$ cat config.mk
export PLATFORM = sky130hd
export DESIGN_NAME = multi_alarm_scheduler
export DESIGN_NICKNAME = d
export VERILOG_FILES = /design/src/design/mas_pkg.sv /design/src/design/mas_cell.sv /design/src/design/mas_ring.sv /design/src/design/multi_alarm_scheduler.sv
export SDC_FILE = /design/constraint.sdc
export NUM_CORES = 2
export LEC_CHECK = 0
export ABC_CLOCK_PERIOD_IN_PS = 12800
export BUFFER_PORTS_ARGS = -buffer_cell sky130_fd_sc_hd__buf_2
export CAP_MARGIN = 10
export CORE_MARGIN = 2
export CORE_UTILIZATION = 67
export DETAILED_ROUTE_END_ITERATION = 8
export PLACE_DENSITY = 0.95
export SYNTH_ARGS = -nofsm -noshare
export SYNTH_HDL_FRONTEND = slang
export SYNTH_SLANG_ARGS = --single-unit
$ cat constraint.sdc
create_clock -name clk_i -period 12.8 [get_ports clk_i]
set_input_delay 1.28 -clock clk_i [delete_from_list [all_inputs] [get_ports clk_i]]
set_output_delay 1.28 -clock clk_i [all_outputs]
set_load 0.005 [all_outputs]
$ cat src/design/mas_pkg.sv
package mas_pkg;

  localparam int unsigned SlotsDefault = 16;
  localparam int unsigned IdW = 31;
  localparam logic [IdW-1:0] IdMax = 31'h7FFF_FFFF;

  typedef enum logic [1:0] {
    OpAdd    = 2'd0,
    OpCancel = 2'd1,
    OpTick   = 2'd2,
    OpDone   = 2'd3
  } op_e;

  typedef enum logic [2:0] {
    StOk       = 3'd0,
    StInvalid  = 3'd1,
    StPassed   = 3'd2,
    StFull     = 3'd3,
    StNotFound = 3'd4
  } status_e;

  typedef enum logic [2:0] {
    FsmIdle,
    FsmIdScan,
    FsmApply,
    FsmSelScan,
    FsmArmScan,
    FsmOut
  } fsm_e;

  // Per-cell control from the sequencer
  typedef struct packed {
    logic rotate;     // shift the ring by one cell
    logic write_new;  // load head cell with a new alarm
    logic clr_active; // head cell: clear active
    logic free_head;  // head cell: free entirely
    logic reload;     // head cell: clear firing, set deadline
    logic set_firing; // head cell: set firing
  } cell_ctrl_t;

  // Head cell contents seen by the sequencer
  typedef struct packed {
    logic            active;
    logic            firing;
    logic [IdW-1:0]  ident;
    logic [63:0]     deadline;
    logic [31:0]     tag;
  } cell_view_t;

endpackage

$ cat src/design/mas_cell.sv
module mas_cell (
  input  logic                clk_i,
  input  logic                rst_ni,
  input  mas_pkg::cell_ctrl_t ctrl_i,
  input  logic                head_i,
  input  mas_pkg::cell_view_t new_i,
  input  mas_pkg::cell_view_t prev_i,
  output mas_pkg::cell_view_t cell_o
);
  import mas_pkg::*;

  cell_view_t cell_d, cell_q;

  // Rotation takes the neighbour's word; edits act on the head cell only
  always_comb begin
    cell_d = cell_q;
    if (head_i) begin
      if (ctrl_i.write_new) cell_d = new_i;
      if (ctrl_i.clr_active) cell_d.active = 1'b0;
      if (ctrl_i.free_head) cell_d = '0;
      if (ctrl_i.reload) begin
        cell_d.firing   = 1'b0;
        cell_d.deadline = new_i.deadline;
      end
      if (ctrl_i.set_firing) cell_d.firing = 1'b1;
    end
    if (ctrl_i.rotate) cell_d = prev_i;
  end

  always_ff @(posedge clk_i or negedge rst_ni) begin
    if (!rst_ni) begin
      cell_q <= '0;
    end else begin
      cell_q <= cell_d;
    end
  end

  assign cell_o = cell_q;

endmodule

$ cat src/design/mas_ring.sv
module mas_ring #(
  parameter int unsigned Slots = mas_pkg::SlotsDefault
) (
  input  logic                clk_i,
  input  logic                rst_ni,
  input  mas_pkg::cell_ctrl_t ctrl_i,
  input  mas_pkg::cell_view_t new_i,
  output mas_pkg::cell_view_t head_o
);
  import mas_pkg::*;

  cell_view_t cells [Slots];

  // Ring of cells: cell i takes from cell i+1, the last from the head
  for (genvar i = 0; i < Slots; i++) begin : g_cell
    mas_cell u_cell (
      .clk_i  (clk_i),
      .rst_ni (rst_ni),
      .ctrl_i (ctrl_i),
      .head_i (i == 0),
      .new_i  (new_i),
      .prev_i (cells[(i + 1) % Slots]),
      .cell_o (cells[i])
    );
  end

  assign head_o = cells[0];

endmodule

$ cat src/design/multi_alarm_scheduler.sv
// Alarm pool of Slots entries held in a ring of cells that rotates one place a
// cycle past a single head cell. A word runs an apply pass, two selection passes
// (find the earliest expired alarm, then mark it) and a compare pass. Each pass is
// one full turn of the ring. An output state then loads the result. The ring holds
// still while the head cell is edited, and there are at most two edits. An add
// with a valid tag and delay first scans the ring once per id it tries, up to
// Slots + 1 ids. Results wait in an output register. The next word is taken only
// once the result has gone.
module multi_alarm_scheduler #(
  parameter int unsigned Slots = mas_pkg::SlotsDefault
) (
  input  logic                  clk_i,
  input  logic                  rst_ni,
  input  logic                  in_valid_i,
  output logic                  in_stall_o,
  input  logic [1:0]            operation_i,
  input  logic [63:0]           now_us_i,
  input  logic [31:0]           delay_us_i,
  input  logic                  fire_if_past_i,
  input  logic [31:0]           handler_tag_i,
  input  logic [mas_pkg::IdW-1:0] alarm_id_i,
  input  logic signed [63:0]    reload_delay_i,
  output logic                  out_valid_o,
  input  logic                  out_stall_i,
  output logic [2:0]            status_o,
  output logic [mas_pkg::IdW-1:0] new_id_o,
  output logic                  fired_o,
  output logic [mas_pkg::IdW-1:0] fired_id_o,
  output logic [31:0]           fired_tag_o,
  output logic                  armed_o,
  output logic [63:0]           compare_value_o
);
  import mas_pkg::*;

  localparam int unsigned CntW = (Slots > 1) ? $clog2(Slots) : 1;
  localparam int unsigned TryW = $clog2(Slots + 2);
  localparam logic [CntW-1:0] LastCnt = CntW'(Slots - 1);
  localparam logic [TryW-1:0] LastTry = TryW'(Slots);

  fsm_e state_q, state_d;
  cell_ctrl_t ctrl;
  cell_view_t head, new_cell;

  // Latched input word
  op_e            op_q;
  logic [63:0]    now_q;
  logic [31:0]    delay_q;
  logic [31:0]    tag_q;
  logic [IdW-1:0] aid_q;
  logic [63:0]    reload_q;

  logic [CntW-1:0] cnt_q;
  logic [TryW-1:0] try_q;
  logic [IdW-1:0]  next_id_q, cand_q;
  logic [IdW-1:0]  id_save_q;  // id counter before the search, kept if the pool is full
  logic            busy_q;     // candidate id found in scan
  logic            done_q;     // head edit taken this pass (apply or mark)
  logic            firing_q;   // some slot firing (after apply)
  logic            sel_v_q;
  logic [63:0]     sel_dl_q;
  logic [CntW-1:0] sel_pos_q;
  logic            sel_take_q; // second selection pass marks winner
  logic            arm_q;
  logic [63:0]     best_q;
  logic [2:0]      status_q;
  logic [IdW-1:0]  nid_q, fid_q;
  logic            fired_q;
  logic [31:0]     ftag_q;
  logic            ov_q;

  logic last;
  logic head_busy;
  logic head_live;
  logic head_elig;
  logic positive;
  logic sel_ok;
  logic [IdW-1:0] cand_next;

  assign last      = (cnt_q == LastCnt);
  assign head_live = head.active | head.firing;
  assign head_busy = head_live && head.ident == cand_q;
  assign head_elig = head.active && !head.firing && head.deadline <= now_q;
  assign positive  = !reload_q[63] && reload_q != '0;
  assign sel_ok    = (op_q == OpTick || op_q == OpDone) && !firing_q;
  assign cand_next = (next_id_q == '0) ? IdW'(1) : next_id_q;

  mas_ring #(.Slots(Slots)) u_ring (
    .clk_i  (clk_i),
    .rst_ni (rst_ni),
    .ctrl_i (ctrl),
    .new_i  (new_cell),
    .head_o (head)
  );

  assign in_stall_o = (state_q != FsmIdle) || ov_q;

  // Next state
  always_comb begin
    state_d = state_q;
    unique case (state_q)
      FsmIdle:    if (in_valid_i && !ov_q) begin
        state_d = FsmApply;
        if (operation_i == OpAdd && handler_tag_i != '0 &&
            !(delay_us_i == '0 && !fire_if_past_i)) state_d = FsmIdScan;
      end
      FsmIdScan:  if (last && (!(busy_q || head_busy) || try_q == LastTry))
                    state_d = FsmApply;
      FsmApply:   if (last && ctrl.rotate) state_d = FsmSelScan;
      FsmSelScan: if (last && sel_take_q && ctrl.rotate) state_d = FsmArmScan;
      FsmArmScan: if (last) state_d = FsmOut;
      FsmOut:     state_d = FsmIdle;
      default:    state_d = FsmIdle;
    endcase
  end

  // Ring control
  always_comb begin
    ctrl = '0;
    new_cell = '0;
    new_cell.active   = 1'b1;
    new_cell.ident    = cand_q;
    new_cell.deadline = now_q + ((delay_q == '0) ? 64'd1 : {32'd0, delay_q});
    new_cell.tag      = tag_q;
    unique case (state_q)
      FsmIdScan, FsmArmScan: ctrl.rotate = 1'b1;
      FsmApply: begin
        ctrl.rotate = 1'b1;
        if (!done_q) begin
          unique case (op_q)
            OpAdd: if (status_q == StFull && !head_live) begin
              ctrl.write_new = 1'b1;
              ctrl.rotate = 1'b0;
            end
            OpCancel: if (status_q == StNotFound && head.active && head.ident == aid_q) begin
              ctrl.rotate = 1'b0;
              if (head.firing) ctrl.clr_active = 1'b1;
              else ctrl.free_head = 1'b1;
            end
            OpDone: if (head.firing) begin
              ctrl.rotate = 1'b0;
              if (head.active && positive) begin
                ctrl.reload = 1'b1;
                new_cell.deadline = now_q + reload_q;
              end else begin
                ctrl.free_head = 1'b1;
              end
            end
            default: ;
          endcase
        end
      end
      FsmSelScan: begin
        ctrl.rotate = 1'b1;
        if (sel_take_q && sel_v_q && cnt_q == sel_pos_q && !done_q) begin
          ctrl.set_firing = 1'b1;
          ctrl.rotate = 1'b0;
        end
      end
      default: ;
    endcase
  end

  // Sequencer registers
  always_ff @(posedge clk_i or negedge rst_ni) begin
    if (!rst_ni) begin
      state_q <= FsmIdle;
      cnt_q <= '0;
      try_q <= '0;
      next_id_q <= IdW'(1);
      ov_q <= 1'b0;
      done_q <= 1'b0;
    end else begin
      state_q <= state_d;
      if (ov_q && !out_stall_i) ov_q <= 1'b0;
      if (ctrl.rotate) cnt_q <= last ? '0 : cnt_q + CntW'(1);
      unique case (state_q)
        FsmIdle: if (state_d != FsmIdle) begin
          cnt_q <= '0;
          try_q <= '0;
          done_q <= 1'b0;
          if (state_d == FsmIdScan) begin
            cand_q <= cand_next;
            next_id_q <= (cand_next >= IdMax) ? IdW'(1) : cand_next + IdW'(1);
          end
        end
        FsmIdScan: if (last && (busy_q || head_busy) && try_q != LastTry) begin
          try_q <= try_q + TryW'(1);
          cand_q <= cand_next;
          next_id_q <= (cand_next >= IdMax) ? IdW'(1) : cand_next + IdW'(1);
        end
        FsmApply: begin
          if (ctrl.rotate && last) done_q <= 1'b0;
          else if (!ctrl.rotate) done_q <= 1'b1;
          // no free slot: the id counter is left as it was
          if (ctrl.rotate && last && op_q == OpAdd && status_q == StFull)
            next_id_q <= id_save_q;
        end
        FsmSelScan: begin
          if (ctrl.set_firing) done_q <= 1'b1;
        end
        FsmOut: ov_q <= 1'b1;
        default: ;
      endcase
    end
  end

  // Datapath registers (no reset needed)
  always_ff @(posedge clk_i) begin
    unique case (state_q)
      FsmIdle: if (in_valid_i && !ov_q) begin
        op_q     <= op_e'(operation_i);
        now_q    <= now_us_i;
        delay_q  <= delay_us_i;
        tag_q    <= handler_tag_i;
        aid_q    <= alarm_id_i;
        reload_q <= reload_delay_i;
        id_save_q <= next_id_q;
        busy_q   <= 1'b0;
        firing_q <= 1'b0;
        sel_v_q  <= 1'b0;
        sel_take_q <= 1'b0;
        arm_q    <= 1'b0;
        fired_q  <= 1'b0;
        fid_q    <= '0;
        ftag_q   <= '0;
        nid_q    <= '0;
        // Cancel of a nonzero id starts as not found until a hit is seen
        status_q <= StOk;
        if (operation_i == OpAdd) begin
          if (handler_tag_i == '0) status_q <= StInvalid;
          else if (delay_us_i == '0 && !fire_if_past_i) status_q <= StPassed;
          else status_q <= StFull;
        end else if (operation_i == OpCancel) begin
          status_q <= (alarm_id_i == '0) ? StInvalid : StNotFound;
        end
      end
      FsmIdScan: begin
        busy_q <= last ? 1'b0 : (busy_q | head_busy);
      end
      FsmApply: begin
        if (op_q == OpCancel && status_q == StNotFound && head.active &&
            head.ident == aid_q && !done_q) status_q <= StOk;
        if (ctrl.write_new) begin
          nid_q <= cand_q;
          status_q <= StOk;
        end
        if (ctrl.rotate && head.firing) firing_q <= 1'b1;
      end
      FsmSelScan: begin
        if (sel_ok && !sel_take_q && head_elig &&
            (!sel_v_q || head.deadline < sel_dl_q)) begin
          sel_v_q <= 1'b1;
          sel_dl_q <= head.deadline;
          sel_pos_q <= cnt_q;
        end
        if (last) sel_take_q <= 1'b1;
        if (ctrl.set_firing) begin
          fired_q <= 1'b1;
          fid_q <= head.ident;
          ftag_q <= head.tag;
        end
      end
      FsmArmScan: if (head.active && !head.firing) begin
        if (!arm_q || head.deadline < best_q) best_q <= head.deadline;
        arm_q <= 1'b1;
      end
      default: ;
    endcase
  end

  // Result register
  assign out_valid_o     = ov_q;
  assign status_o        = status_q;
  assign new_id_o        = nid_q;
  assign fired_o         = fired_q;
  assign fired_id_o      = fid_q;
  assign fired_tag_o     = ftag_q;
  assign armed_o         = arm_q;
  assign compare_value_o = !arm_q ? 64'd0 : (best_q > now_q) ? best_q : now_q + 64'd1;

  a_stall_busy: assert property (@(posedge clk_i) disable iff (!rst_ni)
    (state_q != FsmIdle) |-> in_stall_o) else $error("accepting while busy");
  a_fired_id: assert property (@(posedge clk_i) disable iff (!rst_ni)
    (out_valid_o && fired_o) |-> (fired_id_o != '0)) else $error("fired with zero id");
  a_newid_ok: assert property (@(posedge clk_i) disable iff (!rst_ni)
    (out_valid_o && new_id_o != '0) |-> (status_o == StOk)) else $error("id on failure");
  a_out_hold: assert property (@(posedge clk_i) disable iff (!rst_ni)
    (out_valid_o && out_stall_i) |=> out_valid_o) else $error("result dropped");

endmodule
# After elaboration in Yosys (flattened, before gate mapping)
# Cells that the tools add are included.
op_classes:
  n_reduce_logical: 91
  magnitude_cmp: 5
  mux: 95
  addsub: 6
  bitwise_logic: 2
  n_eq_ne: 31
ops:
  columns: ["cell", "n"]
  rows:
  - ["64-bit two-way mux", 8]
  - ["129-bit two-way mux", 3]
  - ["31-bit two-way mux", 12]
  - ["31-bit one-hot mux with 2 select lines", 3]
  - ["64-bit less-than comparator", 2]
  - ["32-bit logical NOT", 3]
  - ["32-bit two-way mux", 3]
  - ["31-bit one-hot mux with 3 select lines", 1]
  - ["64-bit by 1-bit adder with 64-bit output, second input constant", 1]
  - ["64-bit by 32-bit adder with 64-bit output", 1]
  - ["64-bit adder", 1]
  - ["64-bit > comparator", 1]
  - ["64-bit less-or-equal comparator", 1]
  - ["32-bit one-hot mux with 2 select lines", 1]
  - ["64-bit nonzero test", 1]
  - ["31-bit == test", 2]
  - ["31-bit logical NOT", 2]
  - ["1-bit logical AND", 33]
  - ["3-bit two-way mux", 11]
  - ["32-bit nonzero test", 1]
  - ["31-bit by 1-bit adder with 31-bit output, second input constant", 1]
  - ["31-bit >= comparator, second input constant", 1]
  - ["1-bit two-way mux", 27]
  - ["3-bit AND reduction", 9]
  - ["other kinds (34)", 101]
totals:
  elab_cells: 337
  in_bits: 230
  ff_bits: 2631
  out_inout_bits: 165

# Logic depth before layout (Yosys ltp)
depth:
  word_depth: 15
  ltp_mapped: 17
  ltp_nobuf: 16

# Cells and area by module
# Synthesis repeated with hierarchy kept, for this count alone.
hier_totals:
  hier_cells: 12644
  hier_area_um2: 140766.3
modules_own_cells:
  columns: ["mod", "area_per_inst_um2", "cells_each", "instances"]
  rows:
  - ["mas_cell", 6581.3, 578, 16]
  - ["multi_alarm_scheduler", 35457.8, 3394, 1]
  - ["mas_ring", 7.5, 2, 1]

# Worst setup path after synthesis
# Ideal clock, no wire load.
synth_timing:
  path_type: "input-to-reg"
  from: "input in_valid_i"
  to: "register aid_q[0], enable pin"
  path_slack_ps: 4321
  arrival_time_ps: 6274
  n_path_buf: 0
  setup_ps: 2205
  cell_stages: 2
  path_cell_list: "nand3_1 -> clkinv_1"
synth_between:
  elab_chain_len: 2
synth_lines:
  columns: ["item", "line_no", "text"]
  rows:
  - ["start, declared", "multi_alarm_scheduler.sv:14", "input logic in_valid_i,"]
  - ["1-bit logical AND", "multi_alarm_scheduler.sv:210", "FsmIdle: if (in_valid_i && !ov_q) begin"]
  - ["2-bit AND reduction (no line)", null, null]
  - ["end signal, assigned", "multi_alarm_scheduler.sv:215", "aid_q <= alarm_id_i;"]
  - ["end, declared", "multi_alarm_scheduler.sv:49", "logic [IdW-1:0] aid_q;"]
# Every way passes these cells.
# A chain may end at the register's enable or synchronous reset.

# Final worst setup path
layout_timing:
  from: "register now_q[1]"
  to: "output compare_value_o[44]"
layout_between:
  elab_chain_len: 3
  elab_cells_between_ends: 4
layout_lines:
  columns: ["item", "line_no", "text"]
  rows:
  - ["start, declared", "multi_alarm_scheduler.sv:46", "logic [63:0] now_q;"]
  - ["start signal, assigned", "multi_alarm_scheduler.sv:212", "now_q <= now_us_i;"]
  - ["64-bit by 1-bit adder with 64-bit output or 64-bit > comparator (tied branches)", "multi_alarm_scheduler.sv:279", "assign compare_value_o = !arm_q ? 64'd0 : (best_q > now_q) ? best_q : now_q + 64'd1;"]
  - ["64-bit two-way mux * (2 in series)", "multi_alarm_scheduler.sv:279", null]
  - ["end, declared", "multi_alarm_scheduler.sv:31", "output logic [63:0] compare_value_o"]
# Every way passes the cells marked *; elsewhere a longest branch is shown, timed or not.

==> out/metrics.yaml <==
synth:
  netlist_area_mm2: 0.113
  synth_cell_types: 86
  syn-num-nets: 12700
  ys.flop_type: "dfrtp_1"
  seq_area_frac_synth_pct: 60.5
  ys_ff_latch: 2631
  synthArstFlopShare_pct: 80.2
  yosys_warnings: 0
  syn_avg_cell_area_um2: 9.34
  synth_edf_count: 522
  synthCells: 12100
routing:
  vias: 94600
  ant_nets: 0
  drc: 6
  drtIter0Drc: 14800
  post_drt_wl_per_cell_um: 24.8
  vias_per_cell: 6.46
  firstDrtPassIters: 9
  wirelength_um: 364000
sta:
  period_share_pct: 49.1
  report.final.setup_viol: 0
  hold_violations: 0
  tightest_slew_ns: 1.65
  rsz0062_at_grt: "no"
  layout_min_cycle_time_ns: 6.28
  max_freq_ghz: 0.159
  setup_tns_ns: 0
  drv_slew: 1
  slew_headroom_pct: -9.93
  finClkSkew_ns: 0.134
clocking:
  cts_buffer_depth: 4
  cts_made_buffers: 274
  ctsRootBufferMaster: "clkbuf_16"
  post_cts_resized: 0
  ctsHoldBuffers: 0
  cts_htree_levels: 5
  clock_sinks: 2631
  clk_latency_ns: 1.00
  cts_setup_buffers: 0
  cts_tree: "done"
  clkTransAtPathRegs_ns: 0.06
worst_setup_path:
  cpPeakStageDelay_ns: 0.60
  critPathCaptureType: "primary output"
  cpLargestDelayFamily: "compound AO/OA/AOI/OAI gates"
  cp_cell_sequence: "inv_1 > ha_1 > nor2b_1 > o21a_1 > o21a_1 > o21ai_0 > a21oi_1 > a21oi_1 > o211ai_1 > a221oi_4 > buf_4 > o21ai_0 > o311a_1 > buf_2"
  critPathLaunchType: "register"
  critPathSlowestCell: "edfxtp_1"
  crit_buf_inv: 3
  cp_max_fo: 56
  crit_type: "reg -> out"
  crit_required_ns: 11.52
  cp.arrival_ns: 5.00
power_and_ir_drop:
  p_clk_share_pct: 48.5
  vdd_drop_max_mv: 0.159
  swShare_pct: 21.2
  seq_power_share_pct: 50.4
  pwr_density_cell_mw_per_mm2: 135
  cell_internal_pwr_uw: 13300
  combPwrFrac_pct: 1.1
  switching_power_uw: 3590
  power.leakage_uw: 0.0670
global_routing:
  top_usage_layer: "met2"
  antenna_found_initial: 29
  overflow: 0
  grt_pass1_vias: 94100
  grt_pass1_wl_um: 557000
  grtUsageMet1_pct: 51.9
  use_met3_pct: 9.50
  grt_max_degree: 271
  met2_usage_pct: 66.7
  grtUsageTotal_pct: 42.1
cells_and_area:
  area_delta_synth_final_pct: 10.8
  drive_gt1_share_pct: 7.60
  multi_input_area_mm2: 0.0414
  num-fill-cells: 9822
  final_nets: 12800
  finalNonFillerCells: 14600
  seq_area_mm2: 0.0685
  final_core_util_pct: 74.9
place:
  dp.cells: 14200
  gp_congestion: 1.05
  dp_hpwl_um: 216000
  portBuffers: 394
die:
  io_pins: 395
  die_width_um: 415
  die_y_um: 415
  rows: 150
  initial_utilization_pct: 67.6
  fp.coreArea_mm2: 0.167
  die_area_mm2: 0.172
run_status:
  violations: "DRC, slew limit"
  status: "finished with violations"
job:
  cap_violations: 0
worst_hold_path:
  hp-class: "in -> async"
power by group through the flow:
stage / registers [uW] / clock network (uW) / logic (uW)
floorplan: 8690 / 0 / 2.39
global placement: 8690 / 0 / 189
detailed placement: 8690 / 0 / 192
finish: 8530 / 8210 / 190
CTS: 8530 / 8200 / 195
global route: 8520 / 8540 / 218
per-stage QoR:
step                setup slack (ns)  hold slack [ns]  area (um2)  total power (uW)
detailed placement              7.09            0.454      116000              8880
CTS                             6.63            0.370      125000             16900
global placement                7.27            0.448      116000              8880
floorplan                       4.32            0.423      113000              8690
finish                          6.52            0.223      125000             16900
global route                    6.42            0.366      125000             17300
path summary, 6_finish.rpt:
path	from	end	slack (ns)	cells past startpoint
worst min register to register	u_ring.g_cell[13].u_cell.cell_o[41]$_DFFE_PN0P_	u_ring.g_cell[12].u_cell.cell_o[41]$_DFFE_PN0P_	0.39	2
worst max register to register	state_q[2]$_DFF_PN0_	u_ring.g_cell[2].u_cell.cell_o[18]$_DFFE_PN0P_	6.63	11
max in group asynchronous	rst_ni	u_ring.g_cell[12].u_cell.cell_o[25]$_DFFE_PN0P_	8.60	4
worst min-delay path	rst_ni	u_ring.g_cell[0].u_cell.cell_o[38]$_DFFE_PN0P_	0.22	1
worst max-delay path	now_q[1]$_DFFE_PP_	compare_value_o[44]	6.52	14
min in group clk_i	u_ring.g_cell[13].u_cell.cell_o[41]$_DFFE_PN0P_	u_ring.g_cell[12].u_cell.cell_o[41]$_DFFE_PN0P_	0.39	2
state kept, by name, summed over array words and instances (netlist names), 32 cells and up:
name / flops
u_ring.g_cell.u_cell.cell_o: 2064
best_q: 64
now_q: 64
reload_q: 64
sel_dl_q: 64
delay_q: 32
fired_tag_o: 32
tag_q: 32
cell type report:
cell class	instances	share of cell area, %
antenna	12	0.0239
inverter	237	0.715
clock buffer	381	6.42
multi-input combinational	8603	33.0
tap	2204	2.20
clock inverter	83	0.780
timing repair buffer	488	2.26
sequential	2631	54.6
cells in the mapped netlist (all sizes together) (39+ instances only):
master	count	area share, %
a21o	116	0.77
a21oi	242	1.1
and2	39	0.22
and3	103	0.57
buf	100	0.43
clkbuf	547	1.8
dfrtp	2108	47
edfxtp	522	14
ha	354	3.9
inv	235	0.78
mux2i	111	0.98
nand2	6151	20
nand3	74	0.33
nand4	122	0.69
nor2	190	0.63
nor3	85	0.39
nor4	75	0.43
o21ai	295	1.3
xnor2	188	1.5
xor2	44	0.34
cell families after synthesis:
group | count (synthesis) | share of synthesized area (%)
AND/OR/NAND/NOR | 6963 | 24.4
AO/OA/AOI/OAI | 941 | 5.30
multiplexers | 111 | 0.982
buffers and inverters | 884 | 3.03
flip-flops | 2631 | 60.5
adder cells (fa/ha/maj) | 356 | 3.95
XOR/XNOR | 232 | 1.80
per-layer routing:
metal / vias to the layer above / routed length, um
li1: 39300 / -
met1: 45800 / 125000
met3: 2114 / 37600
met5: - / 160
met4: 26 / 31400
met2: 7413 / 170000
cell usage in the layout (no fill, tap or decap), types with 19 or more instances in the layout:
master,instances
nand2b_1,24
nor3_1,83
inv_1,235
clkbuf_8,52
and2_1,37
buf_4,80
bufinv_16,19
o21bai_1,20
nor2b_1,36
a21oi_1,241
nand4_1,120
ha_1,354
xnor2_1,188
nor2_1,187
nor4_1,73
clkinv_2,33
dfrtp_1,2107
xor2_1,44
o311a_1,29
edfxtp_1,522
clkbuf_1,42
a211oi_1,19
nand2_1,6150
nand3_1,72
clkbuf_16,287
and3_1,102
a21o_1,116
mux2i_1,111
o21ai_0,286
o211ai_1,26
a31oi_1,21
buf_2,393
(Power assumes the default switching activity.)
